File: src/rtl/core/multi_led_blink_timer_core_macros.svh
// Assertion macros for the LED blink timer core.
// Bodies drop out when SYNTH is defined; no other dependencies.
`ifndef MULTI_LED_BLINK_TIMER_CORE_MACROS_SVH
`define MULTI_LED_BLINK_TIMER_CORE_MACROS_SVH

`ifndef SYNTH

// Same-cycle implication, checked at every rising edge out of reset.
`define MLBT_ASSERT_IMP(lbl, clk, rst_n, ante, cons, msg) \
	lbl: assert property (@(posedge clk) disable iff (!rst_n) (ante) |-> (cons)) else $error(msg);

// Next-cycle implication, checked at every rising edge out of reset.
`define MLBT_ASSERT_NXT(lbl, clk, rst_n, ante, cons, msg) \
	lbl: assert property (@(posedge clk) disable iff (!rst_n) (ante) |=> (cons)) else $error(msg);

`else

`define MLBT_ASSERT_IMP(lbl, clk, rst_n, ante, cons, msg)

`define MLBT_ASSERT_NXT(lbl, clk, rst_n, ante, cons, msg)

`endif

`endif

File: src/rtl/core/mlbt_pkg.sv
// Shared types and codes for the LED blink timer core.
// No dependencies.
package mlbt_pkg;

	localparam int CNT_W  = 14;
	localparam int MASK_W = 14;
	localparam int LEN_W  = 16;

	localparam logic [CNT_W-1:0] CNT_MAX = 14'h3FFF;

	// action codes
	localparam logic ACT_SET  = 1'b0;
	localparam logic ACT_TICK = 1'b1;

	// mode codes
	localparam logic [1:0] MODE_OFF   = 2'd0;
	localparam logic [1:0] MODE_ON    = 2'd1;
	localparam logic [1:0] MODE_FLASH = 2'd2;

	typedef struct packed {
		logic             action;
		logic [3:0]       led_index;
		logic [1:0]       chan_mode;
		logic [LEN_W-1:0] on_length;
		logic [LEN_W-1:0] off_length;
		logic [LEN_W-1:0] life_length;
	} cmd_item_t;

	typedef struct packed {
		logic [MASK_W-1:0] lit_mask;
		logic              timer_running;
	} rsp_item_t;

	// per-channel control from the top level
	typedef struct packed {
		logic             set_en;
		logic             flash;
		logic             lit_on;
		logic             tick_en;
		logic [CNT_W-1:0] on_ticks;
		logic [CNT_W-1:0] off_ticks;
		logic [CNT_W-1:0] life_ticks;
	} chan_ctl_t;

	// per-channel status back to the top level
	typedef struct packed {
		logic lit_d;
		logic busy;
	} chan_sts_t;

endpackage

File: src/rtl/core/mlbt_scale.sv
// Divide a 16-bit length by a constant and saturate to the counter width.
// Depends on mlbt_pkg.
module mlbt_scale #(
	parameter int DIVISOR = 5
) (
	input  logic [mlbt_pkg::LEN_W-1:0] raw,
	output logic [mlbt_pkg::CNT_W-1:0] scaled
);

	// ceil(2^32 / DIVISOR) gives an exact quotient for any 16-bit dividend
	localparam int SHIFT = 32;
	localparam longint unsigned RECIP_L =
		((64'd1 << SHIFT) + 64'(DIVISOR) - 64'd1) / 64'(DIVISOR);
	localparam logic [SHIFT:0] RECIP = (SHIFT+1)'(RECIP_L);
	localparam int PROD_W = mlbt_pkg::LEN_W + SHIFT + 1;

	logic [PROD_W-1:0]          prod;
	logic [mlbt_pkg::LEN_W-1:0] quo;

	assign prod = PROD_W'(raw) * PROD_W'(RECIP);
	assign quo  = prod[SHIFT +: mlbt_pkg::LEN_W];

	always_comb begin
		if (quo > mlbt_pkg::LEN_W'(mlbt_pkg::CNT_MAX)) begin
			scaled = mlbt_pkg::CNT_MAX;
		end else begin
			scaled = quo[mlbt_pkg::CNT_W-1:0];
		end
	end

endmodule

File: src/rtl/core/mlbt_chan.sv
// One LED channel: lit flag, on/off lengths, life and phase counters.
// Depends on mlbt_pkg.
module mlbt_chan (
	input  logic                clk,
	input  logic                arst_n,
	input  mlbt_pkg::chan_ctl_t ctl,
	output mlbt_pkg::chan_sts_t sts
);

	logic                       lit_q, lit_d;
	logic [mlbt_pkg::CNT_W-1:0] on_q, on_d;
	logic [mlbt_pkg::CNT_W-1:0] off_q, off_d;
	logic [mlbt_pkg::CNT_W-1:0] life_q, life_d;
	logic [mlbt_pkg::CNT_W-1:0] phase_q, phase_d;
	logic [mlbt_pkg::CNT_W-1:0] life_dec, phase_dec;
	logic                       busy;

	assign life_dec  = life_q - 1'b1;
	assign phase_dec = phase_q - 1'b1;

	always_comb begin
		lit_d   = lit_q;
		on_d    = on_q;
		off_d   = off_q;
		life_d  = life_q;
		phase_d = phase_q;
		busy    = 1'b0;
		if (ctl.set_en) begin
			life_d = ctl.life_ticks;
			if (ctl.flash) begin
				lit_d   = 1'b1;
				on_d    = ctl.on_ticks;
				off_d   = ctl.off_ticks;
				phase_d = ctl.on_ticks;
			end else begin
				lit_d   = ctl.lit_on;
				on_d    = '0;
				off_d   = '0;
				phase_d = '0;
			end
		end else if (ctl.tick_en) begin
			if (life_q != '0 && life_dec == '0) begin
				// life ran out: force off, channel idle
				life_d  = '0;
				lit_d   = 1'b0;
				phase_d = '0;
			end else begin
				if (life_q != '0) begin
					life_d = life_dec;
					busy   = 1'b1;
				end
				if (phase_q != '0) begin
					busy = 1'b1;
					if (phase_dec == '0) begin
						phase_d = lit_q ? off_q : on_q;
						lit_d   = ~lit_q;
					end else begin
						phase_d = phase_dec;
					end
				end
			end
		end
	end

	always_ff @(posedge clk or negedge arst_n) begin
		if (!arst_n) begin
			lit_q   <= 1'b0;
			on_q    <= '0;
			off_q   <= '0;
			life_q  <= '0;
			phase_q <= '0;
		end else begin
			lit_q   <= lit_d;
			on_q    <= on_d;
			off_q   <= off_d;
			life_q  <= life_d;
			phase_q <= phase_d;
		end
	end

	assign sts.lit_d = lit_d;
	assign sts.busy  = busy;

endmodule

File: src/rtl/core/multi_led_blink_timer_core.sv
// Top level of the multi-channel LED blink timer core.
// Depends on mlbt_pkg, mlbt_scale, mlbt_chan and the core macros header.
//
// Usage:
//   The cmd channel (cmd_valid/cmd_ready/cmd) takes one beat per item: a set
//   beat programs one LED channel as off, on or flashing, a tick beat ages
//   every channel at once. Lengths are divided by TICK_DIVISOR on entry and
//   saturate to 14 bits. The rsp channel (rsp_valid/rsp_ready/rsp) returns
//   exactly one beat per cmd beat, in order, carrying the lit mask and the
//   timer state after that item; invalid sets and ticks with the timer
//   stopped still return the current state.
//   A cmd beat is held in the input register, and its rsp beat in the result
//   register. Throughput: one item per cycle while rsp_ready is high; the
//   divide is a constant multiply ahead of the input register and all channel
//   counters update in parallel in the second stage, so nothing loops.
//   Reset (arst_n low): all LEDs off, all counters zero, timer stopped, both
//   pipeline stages empty.
//   Stall: while rsp_ready is low the rsp beat holds; one more item waits in
//   the input register, after which cmd_ready drops until rsp moves.
`include "multi_led_blink_timer_core_macros.svh"

module multi_led_blink_timer_core #(
	parameter int LED_COUNT    = 14,
	parameter int TICK_DIVISOR = 5
) (
	input  logic                clk,
	input  logic                arst_n,
	input  logic                cmd_valid,
	output logic                cmd_ready,
	input  mlbt_pkg::cmd_item_t cmd,
	output logic                rsp_valid,
	input  logic                rsp_ready,
	output mlbt_pkg::rsp_item_t rsp
);

	// ---------------------------------------------------------------
	// Front end: decode and scale the incoming beat
	// ---------------------------------------------------------------
	logic                       in_set, in_tick, in_flash, in_lit_on;
	logic                       idx_ok, mode_ok, set_ok, start;
	logic                       on_nz, off_nz, life_nz;
	logic [mlbt_pkg::CNT_W-1:0] on_sc, off_sc, life_sc;

	assign in_set    = cmd.action == mlbt_pkg::ACT_SET;
	assign in_tick   = cmd.action == mlbt_pkg::ACT_TICK;
	assign in_flash  = cmd.chan_mode == mlbt_pkg::MODE_FLASH;
	assign in_lit_on = cmd.chan_mode == mlbt_pkg::MODE_ON;
	assign idx_ok    = 32'(cmd.led_index) < 32'(LED_COUNT);
	assign mode_ok   = (cmd.chan_mode == mlbt_pkg::MODE_OFF) ||
	                   (cmd.chan_mode == mlbt_pkg::MODE_ON) ||
	                   (cmd.chan_mode == mlbt_pkg::MODE_FLASH);
	assign on_nz     = cmd.on_length != '0;
	assign off_nz    = cmd.off_length != '0;
	assign life_nz   = cmd.life_length != '0;

	// flash needs both raw lengths; an unusable set changes nothing
	assign set_ok = in_set && idx_ok && mode_ok && (!in_flash || (on_nz && off_nz));
	// a steady set with life zero never wakes the timer
	assign start  = set_ok && (in_flash || life_nz);

	mlbt_scale #(.DIVISOR(TICK_DIVISOR)) u_scale_on (
		.raw    (cmd.on_length),
		.scaled (on_sc)
	);

	mlbt_scale #(.DIVISOR(TICK_DIVISOR)) u_scale_off (
		.raw    (cmd.off_length),
		.scaled (off_sc)
	);

	mlbt_scale #(.DIVISOR(TICK_DIVISOR)) u_scale_life (
		.raw    (cmd.life_length),
		.scaled (life_sc)
	);

	// ---------------------------------------------------------------
	// Input register
	// ---------------------------------------------------------------
	logic                       s1_valid;
	logic                       s1_tick, s1_set_ok, s1_start, s1_flash, s1_lit_on;
	logic [3:0]                 s1_idx;
	logic [mlbt_pkg::CNT_W-1:0] s1_on, s1_off, s1_life;
	logic                       cmd_fire, adv;
	logic                       rsp_valid_q;
	mlbt_pkg::rsp_item_t        rsp_q;

	// advance whenever the result register is free or being drained
	assign adv       = s1_valid && (!rsp_valid_q || rsp_ready);
	assign cmd_ready = !s1_valid || adv;
	assign cmd_fire  = cmd_valid && cmd_ready;

	always_ff @(posedge clk or negedge arst_n) begin
		if (!arst_n) begin
			s1_valid <= 1'b0;
		end else if (cmd_ready) begin
			s1_valid <= cmd_valid;
		end
	end

	// payload: no reset
	always_ff @(posedge clk) begin
		if (cmd_fire) begin
			s1_tick   <= in_tick;
			s1_set_ok <= set_ok;
			s1_start  <= start;
			s1_flash  <= in_flash;
			s1_lit_on <= in_lit_on;
			s1_idx    <= cmd.led_index;
			s1_on     <= on_sc;
			s1_off    <= off_sc;
			s1_life   <= life_sc;
		end
	end

	// ---------------------------------------------------------------
	// Channel array and timer enable
	// ---------------------------------------------------------------
	logic                       timer_q, timer_d;
	logic                       tick_en;
	logic [LED_COUNT-1:0]       lit_vec, busy_vec;
	logic [mlbt_pkg::MASK_W-1:0] mask_d;

	// ticks only count while the timer runs
	assign tick_en = adv && s1_tick && timer_q;

	for (genvar i = 0; i < LED_COUNT; i++) begin : g_chan
		mlbt_pkg::chan_ctl_t ctl;
		mlbt_pkg::chan_sts_t sts;

		assign ctl.set_en     = adv && s1_set_ok && (32'(s1_idx) == 32'(i));
		assign ctl.flash      = s1_flash;
		assign ctl.lit_on     = s1_lit_on;
		assign ctl.tick_en    = tick_en;
		assign ctl.on_ticks   = s1_on;
		assign ctl.off_ticks  = s1_off;
		assign ctl.life_ticks = s1_life;

		mlbt_chan u_chan (
			.clk    (clk),
			.arst_n (arst_n),
			.ctl    (ctl),
			.sts    (sts)
		);

		assign lit_vec[i]  = sts.lit_d;
		assign busy_vec[i] = sts.busy;
	end

	// map channels onto the fixed-width mask; extra bits read as unlit
	for (genvar j = 0; j < mlbt_pkg::MASK_W; j++) begin : g_mask
		if (j < LED_COUNT) begin : g_used
			assign mask_d[j] = lit_vec[j];
		end else begin : g_unused
			assign mask_d[j] = 1'b0;
		end
	end

	always_comb begin
		priority if (adv && s1_start) begin
			timer_d = 1'b1;
		end else if (tick_en && !(|busy_vec)) begin
			// no channel left busy: stop
			timer_d = 1'b0;
		end else begin
			timer_d = timer_q;
		end
	end

	always_ff @(posedge clk or negedge arst_n) begin
		if (!arst_n) begin
			timer_q <= 1'b0;
		end else begin
			timer_q <= timer_d;
		end
	end

	// ---------------------------------------------------------------
	// Result register
	// ---------------------------------------------------------------
	always_ff @(posedge clk or negedge arst_n) begin
		if (!arst_n) begin
			rsp_valid_q <= 1'b0;
		end else if (adv) begin
			rsp_valid_q <= 1'b1;
		end else if (rsp_ready) begin
			rsp_valid_q <= 1'b0;
		end
	end

	always_ff @(posedge clk) begin
		if (adv) begin
			rsp_q.lit_mask      <= mask_d;
			rsp_q.timer_running <= timer_d;
		end
	end

	assign rsp_valid = rsp_valid_q;
	assign rsp       = rsp_q;

	// ---------------------------------------------------------------
	// Assertions
	// ---------------------------------------------------------------
	`MLBT_ASSERT_NXT(a_adv_gives_rsp, clk, arst_n, adv, rsp_valid_q, "advance without rsp beat")
	`MLBT_ASSERT_NXT(a_start_runs, clk, arst_n, adv && s1_start, timer_q, "timer not started")
	`MLBT_ASSERT_NXT(a_stopped_tick, clk, arst_n, adv && s1_tick && !timer_q, !timer_q, "tick woke timer")
	`MLBT_ASSERT_IMP(a_rsp_timer_match, clk, arst_n, rsp_valid_q, rsp_q.timer_running == timer_q, "stale timer bit")
	`MLBT_ASSERT_NXT(a_no_extra_rsp, clk, arst_n, rsp_valid_q && rsp_ready && !adv, !rsp_valid_q, "rsp beat repeated")

endmodule

File: config.mk
export PLATFORM = sky130hd
export DESIGN_NAME = multi_led_blink_timer_core
export DESIGN_NICKNAME = d
export VERILOG_FILES = /design/src/rtl/core/mlbt_pkg.sv /design/src/rtl/core/mlbt_scale.sv /design/src/rtl/core/mlbt_chan.sv /design/src/rtl/core/multi_led_blink_timer_core.sv
export VERILOG_INCLUDE_DIRS = /design/src /design/src/rtl/core
export SDC_FILE = /design/constraint.sdc
export NUM_CORES = 2
export LEC_CHECK = 0
export BUFFER_PORTS_ARGS = -buffer_cell sky130_fd_sc_hd__buf_2
export CAP_MARGIN = 30
export CORE_MARGIN = 3
export CORE_UTILIZATION = 55
export DETAILED_ROUTE_END_ITERATION = 12
export PLACE_DENSITY_LB_ADDON = 0.1
export SLEW_MARGIN = 20
export SYNTH_ARGS = -nofsm -noshare
export SYNTH_HDL_FRONTEND = slang
export SYNTH_SLANG_ARGS = --single-unit
File: constraint.sdc
create_clock -name clk -period 4 [get_ports clk]
set_input_delay 0 -clock clk [delete_from_list [all_inputs] [get_ports clk]]
set_output_delay 0 -clock clk [all_outputs]
set_load 0.02 [all_outputs]
== Yosys cells after proc, flatten, opt, wreduce, memory -nomap -nowiden ==
Index checks and enable logic that the tools add are counted.

* Register bits after elaboration: 867
* Bits of input ports: 59
* Output and inout port bits: 17
* Word-level logic and storage cells: 619

* Add/subtract/negate cells: 28
* Multiply operators: 3
* $lt $le $gt $ge: 4
* Equal/unequal tests: 15
* Multiplexer cells: 287
* Bitwise gates (word level): 15
* Reductions and logical operators: 183

{| class="wikitable"
|+ Operators by type and width
! cell !! count
|-
| $mux 14 || 142
|-
| $logic_not 14->1 || 28
|-
| $reduce_bool 14->1 || 28
|-
| $sub 14x1->14 const B || 28
|-
| $mux 1 || 145
|-
| $mul 16x28->44 const B || 3
|-
| $reduce_bool 3->1 || 28
|-
| $reduce_and 2->1 || 28
|-
| $reduce_bool 16->1 || 3
|-
| $gt 14x14->1 const B || 3
|-
| $logic_and 1x1->1 || 40
|-
| $reduce_bool 2->1 || 15
|-
| $eq 4x4->1 const B || 6
|-
| $eq 4x3->1 const B || 4
|-
| $not 1->1 || 15
|-
| $reduce_or 14->1 || 1
|-
| $eq 4x2->1 const B || 2
|-
| $logic_or 1x1->1 || 6
|-
| $eq 4x1->1 const B || 1
|-
| $logic_not 1->1 || 4
|-
| $logic_not 4->1 || 1
|-
| $lt 4x4->1 const B || 1
|-
| $eq 2x1->1 const B || 1
|-
| $eq 2x2->1 const B || 1
|-
| $logic_not 2->1 || 1
|}

== Longest topological paths before layout ==
* Depth after elaboration: 12
* Gate-level depth with buffers: 23
* Gate-level depth less buffers: 23

== Hierarchy ==
A second synthesis with hierarchy kept.

* Cell total of the unflattened synthesis: 7183
* Area, all modules: 65835.6 µm²

{| class="wikitable"
|+ By module, submodules not included
! module !! instances !! cells each !! area an instance (µm²) !! sequential area each (µm²)
|-
| mlbt_chan at g_chan[0].u_chan ... || 11 || 380 || 3453.3 || 1426.4
|-
| mlbt_scale at u_scale_life ... || 2 || 560 || 5082.4 || 0.0
|-
| mlbt_chan at g_chan[8].u_chan ... || 2 || 434 || 3558.4 || 1426.4
|-
| mlbt_scale at u_scale_on || 1 || 513 || 4778.3 || 0.0
|-
| mlbt_chan at g_chan[7].u_chan || 1 || 372 || 3348.2 || 1426.4
|-
| multi_led_blink_timer_core || 1 || 130 || 2441.1 || 2057.0
|}

== Worst setup path after synthesis ==
No wires, ideal clock.

* Kind: input to register
* From: input port cmd[40] in the netlist's numbering
* To: register s1_on[13] in the netlist's numbering, data pin
* Library setup time: 0.260 ns
* Data arrival time: 5.267 ns
* Required time: 3.740 ns
* Path slack: -1.527 ns
* Cell stages on the path: 19
* Buffers on the path: 0
* Path through: inv_1 ha_1 fa_1 inv_1 fa_1 fa_1 inv_1 fa_1 fa_1 ha_1 a21oi_1 o21ai_0 or3_1 o311a_1 nor3_1 a31oi_1 a2111oi_0 or3_1 xnor2_1

* Cells in the longest elaborated chain, start to end: 2

{| class="wikitable"
|+ RTL lines
! what !! line !! RTL
|-
| from (decl) || multi_led_blink_timer_core.sv:30 || <nowiki>input mlbt_pkg::cmd_item_t cmd,</nowiki>
|-
| $mul 16x28->44 (*) || mlbt_scale.sv:20 || <nowiki>assign prod = PROD_W'(raw) * PROD_W'(RECIP);</nowiki>
|-
| $gt 14x14->1 || mlbt_scale.sv:24 || <nowiki>if (quo > mlbt_pkg::LEN_W'(mlbt_pkg::CNT_MAX)) begin</nowiki>
|-
| to (signal assigned) || multi_led_blink_timer_core.sv:109 || <nowiki>s1_on <= on_sc;</nowiki>
|-
| to (decl) || multi_led_blink_timer_core.sv:82 || <nowiki>logic [mlbt_pkg::CNT_W-1:0] s1_on, s1_off, s1_life;</nowiki>
|}

Every way passes the cells marked *; elsewhere a longest branch is shown, timed or not.
A chain may end at the register's enable or synchronous reset.

== Final worst setup path ==
* From: input port cmd[34] in the netlist's numbering
* To: register s1_on[13] in the netlist's numbering, data pin

The elaborated chain is that of the path after synthesis.

==> summary.md <==
| Metric | Value |
|---|---|
| Max-cap violations | 0 |
| Yosys warns | 0 |
| CTS sink count | 867 |
| RePlAce Congestion | about 0.92 |
| Via count | 52000 |
| Nets | between 7000 and 8000 |
| Dpl hpwl | 127000 um |
| DR pass1 iterations | 6 |
| Min cycle time layout | 4.92 ns |
| Worst path required time | between 4 and 5 ns |
| Syn Area/Cell | approximately 9.1 um^2 |
| Worst r2r path cells | 10 |
| CTS tree | done |
| Starting Density | 0.557 |
| Reg-to-reg critical path endpoint | rsp[0] |
| Cell area after synthesis | 62000 um^2 |
| Seq/Total Area, Yosys | 0.355 |
| Final setup fails | 42 |
| Critical Path Start Type | input pin |
| Worst r2r src | g_chan[0].u_chan.phase_q[4] |
| Capture point of the worst path | s1_on[13] |
| Synth Net Count | ~7600 |
| GR Overflow Total | 0 |
| Synth cell types | 112 |
| Aggregate negative setup slack | -20.93 ns |
| Clock Path Buffers | 3 |
| RSZ-0062 raised after global routing | yes |
| Initial antenna violation count | 6 |
| Overall global routing resource usage | 0.308 |
| Min-Delay Path Class | input pin to register |
| Status | finished with violations |
| Final core occ | 0.652 |
| Syn Inst Count | 6838 |
| Die span in y | 342 um |
| Root buf cell | clkbuf_16 |
| Initial DRC count | 4385 |
| Post-route clock skew | 0.0626 ns |
| Layout area overhead | 17.1% |
| Share of layout cells above drive strength 1 | 0.169 |
| CTS buffer count | 94 |
| CP startpoint | cmd[34] |
| Row cnt | ~120 |
| Pre-CTS setup slack | -1.72 ns |
| Cell Pwr Density | 852 nW/um^2 |
| Remaining routing DRC violations | 0 |
| Min setup slack post-route | -0.923 ns |
| Leakage power | 33.2 nW |
| Vias in the first global route | 51400 |
| Critical path type | input pin to register |
| H-tree levels | 3 |
| Relative slew slack | 0.307 |
| Routed WL | between 150000 and 200000 um |
| Clock Latency Late Sink | 0.71 ns |
| FF+latch count, synth | 867 |
| Post-DR wirelength/cell | 20.5 um |
| Worst EP arrival | 5.36 ns |
| Final Max Slew Viols | 0 |
| Violated checks | negative setup slack |
| Peak Freq | 203 MHz |
| DR vias/cell | 5.93 |
| Num ports | 76 |
| FFs w/ async S/R, synth | 0.924 |
| Maximum vdd ir drop | 841 uV |
| Core ar. | 111000 um^2 |
| First-pass GRT wire length | around 280000 um |
| Layout fillers | 9184 |
| Max FO, Critical Path | 4 |
| WHS | between 0.05 and 0.06 ns |
| Port bufs | 75 |
| CTS clk-pin slew, worst paths | 0.06 ns |
| Post-synth EDFFs | 66 |
| Fin crit share | 1.23 |
| Pin count of the biggest net entering global routing | between 100 and 150 |
| Worst Setup End Kind | register |
| Most used flip-flop cell after synthesis | dfrtp_1 |
| Pin slew with the least headroom to its limit | 1.04 ns |
| Post-DRT Antenna Nets | 0 |
| Internal reg-to-reg setup slack | 0.28 ns |
| Die Span X | 342 um |
| Final hold viol count | 0 |
| Die Area | roughly 120000 um^2 |
-- state kept, by name (all words and copies together), names as in the netlist, 4 cells and up --
register               cells
g_chan.u_chan.phase_q    196
s1_life                   14
s1_on                     14
g_chan.u_chan.off_q      196
g_chan.u_chan.on_q       196
s1_off                    14
s1_idx                     4
g_chan.u_chan.life_q     196
g_chan.u_chan.lit_q       14
rsp                       15
-- layout by cell type, fill, tap and decap left out, types with 107 or more instances in the layout --
cell,synthesis,layout
ha_1,477,419
o21ai_0,693,676
inv_1,582,524
buf_4,4,507
nand2_1,740,725
a21oi_1,332,301
nor2_1,497,477
xor2_1,108,107
xnor2_1,171,168
dfrtp_1,801,801
fa_1,244,216
mux2i_1,152,152
nor3_1,170,163
-- through the flow --
| stage | area (um^2) | power [mW] | std cells |
|---|---|---|---|
| 5_1_grt | 72600 | 66.8 | 8761 |
| 2_1_floorplan | 62600 | 36.4 | 6838 |
| 6_report | 72600 | 61.8 | 8766 |
| 4_1_cts | 72000 | 59.9 | 8742 |
| 3_5_place_dp | 67400 | 47.7 | 8521 |
| 3_3_place_gp | 67200 | 46.7 | 8510 |
-- synthesized netlist by cell type, types with 33 or more instances --
master / number / area [um^2]
a31oi_1: 47 / 294
mux2_2: 70 / 788
buf_2: 43 / 215
o22ai_1: 50 / 313
dfrtp_1: 801 / 20000
nand2_1: 740 / 2780
or4_1: 45 / 338
or3_1: 47 / 294
and3_1: 34 / 213
inv_1: 582 / 2180
nand2b_1: 33 / 206
o21ai_1: 42 / 210
clkbuf_1: 308 / 1160
nor4_1: 95 / 594
a221o_1: 63 / 631
mux2i_1: 152 / 1520
a21o_1: 105 / 788
edfxtp_1: 66 / 1980
xnor2_1: 171 / 1500
o21a_1: 37 / 278
ha_1: 477 / 5970
nand4_1: 55 / 344
xor2_1: 108 / 946
fa_1: 244 / 4880
a22oi_1: 56 / 420
nand3_1: 93 / 465
a21oi_1: 332 / 1660
nor2_1: 497 / 1870
nor2b_1: 44 / 275
nor3_1: 170 / 851
o21ai_0: 693 / 3470
-- power breakdown --
| group | leakage (nW) | internal, mW | switching, mW |
|---|---|---|---|
| Clock | 1.60 | 5.38 | 3.81 |
| Combinational | 20.6 | 18.0 | 18.9 |
| Sequential | 11.0 | 12.0 | 3.81 |
-- worst max-delay path, cell delays in order --
cell       delay, ns
buf_8           0.10
ha_4            0.26
inv_2           0.03
fa_1            0.54
inv_2           0.05
fa_2            0.47
buf_6           0.14
fa_1            0.49
inv_2           0.04
fa_1            0.49
fa_1            0.40
inv_2           0.08
ha_4            0.21
a21oi_4         0.16
o21ai_2         0.08
or3_4           0.39
o311a_4         0.34
nor3_4          0.27
a31oi_4         0.16
a2111oi_4       0.39
or3_1           0.18
xnor2_1         0.07
-- kinds of logic after synthesis --
group / share of synthesized area
xor+xnor: 0.0394
flops: 0.355
buf+inv: 0.0600
mux: 0.0374
simple gates: 0.164
fa+ha+maj: 0.175
compound gates: 0.169
-- routing by layer --
| metal | share of wire | global-route usage | vias up | wire [um] |
|---|---|---|---|---|
| li1 | - | - | 24700 | - |
| met1 | 0.43 | 0.419 | 25400 | 77300 |
| met2 | 0.47 | 0.505 | 1526 | 84200 |
| met3 | 0.064 | 0.0378 | 349 | 11400 |
| met4 | 0.039 | 0.115 | 0 | 7010 |
| met5 | 0 | 0 | - | 0 |
-- area by class of cell --
cell class / count / area [um^2] / area share
Antenna cell: 5 / 12.5 / 0.000172
Sequential cell: 867 / 22000 / 0.303
Multi-Input combinational cell: 5006 / 37900 / 0.522
Inverter: 582 / 2230 / 0.0308
Timing Repair Buffer: 645 / 5300 / 0.0730
Clock buffer: 132 / 2690 / 0.0370
Clock inverter: 41 / 603 / 0.00831
Tap cell: 1488 / 1860 / 0.0256
-- worst min path at each step --
stage,from,end,slack [ns],cells past startpoint
after CTS,cmd[0],s1_start,0.02,4
final,cmd[0],s1_start,0.05,4
after global routing,arst_n,g_chan[3].u_chan.life_q[4],0.08,3
after floorplan,arst_n,g_chan[0].u_chan.life_q[0],-0.30,0
after detailed placement,arst_n,g_chan[9].u_chan.life_q[7],0.01,1
after global placement,arst_n,g_chan[9].u_chan.life_q[7],0.02,1
-- timing repair --
action	in CTS	in global routing
endpoints found under the setup margin	42	43
setup buffers	38	21
pin swaps	128	113
gates resized for setup	183	103
hold endpoints to repair	720	0
gates cloned	0	0
hold buffers	14	0
Power figures use the tool's default switching activity.
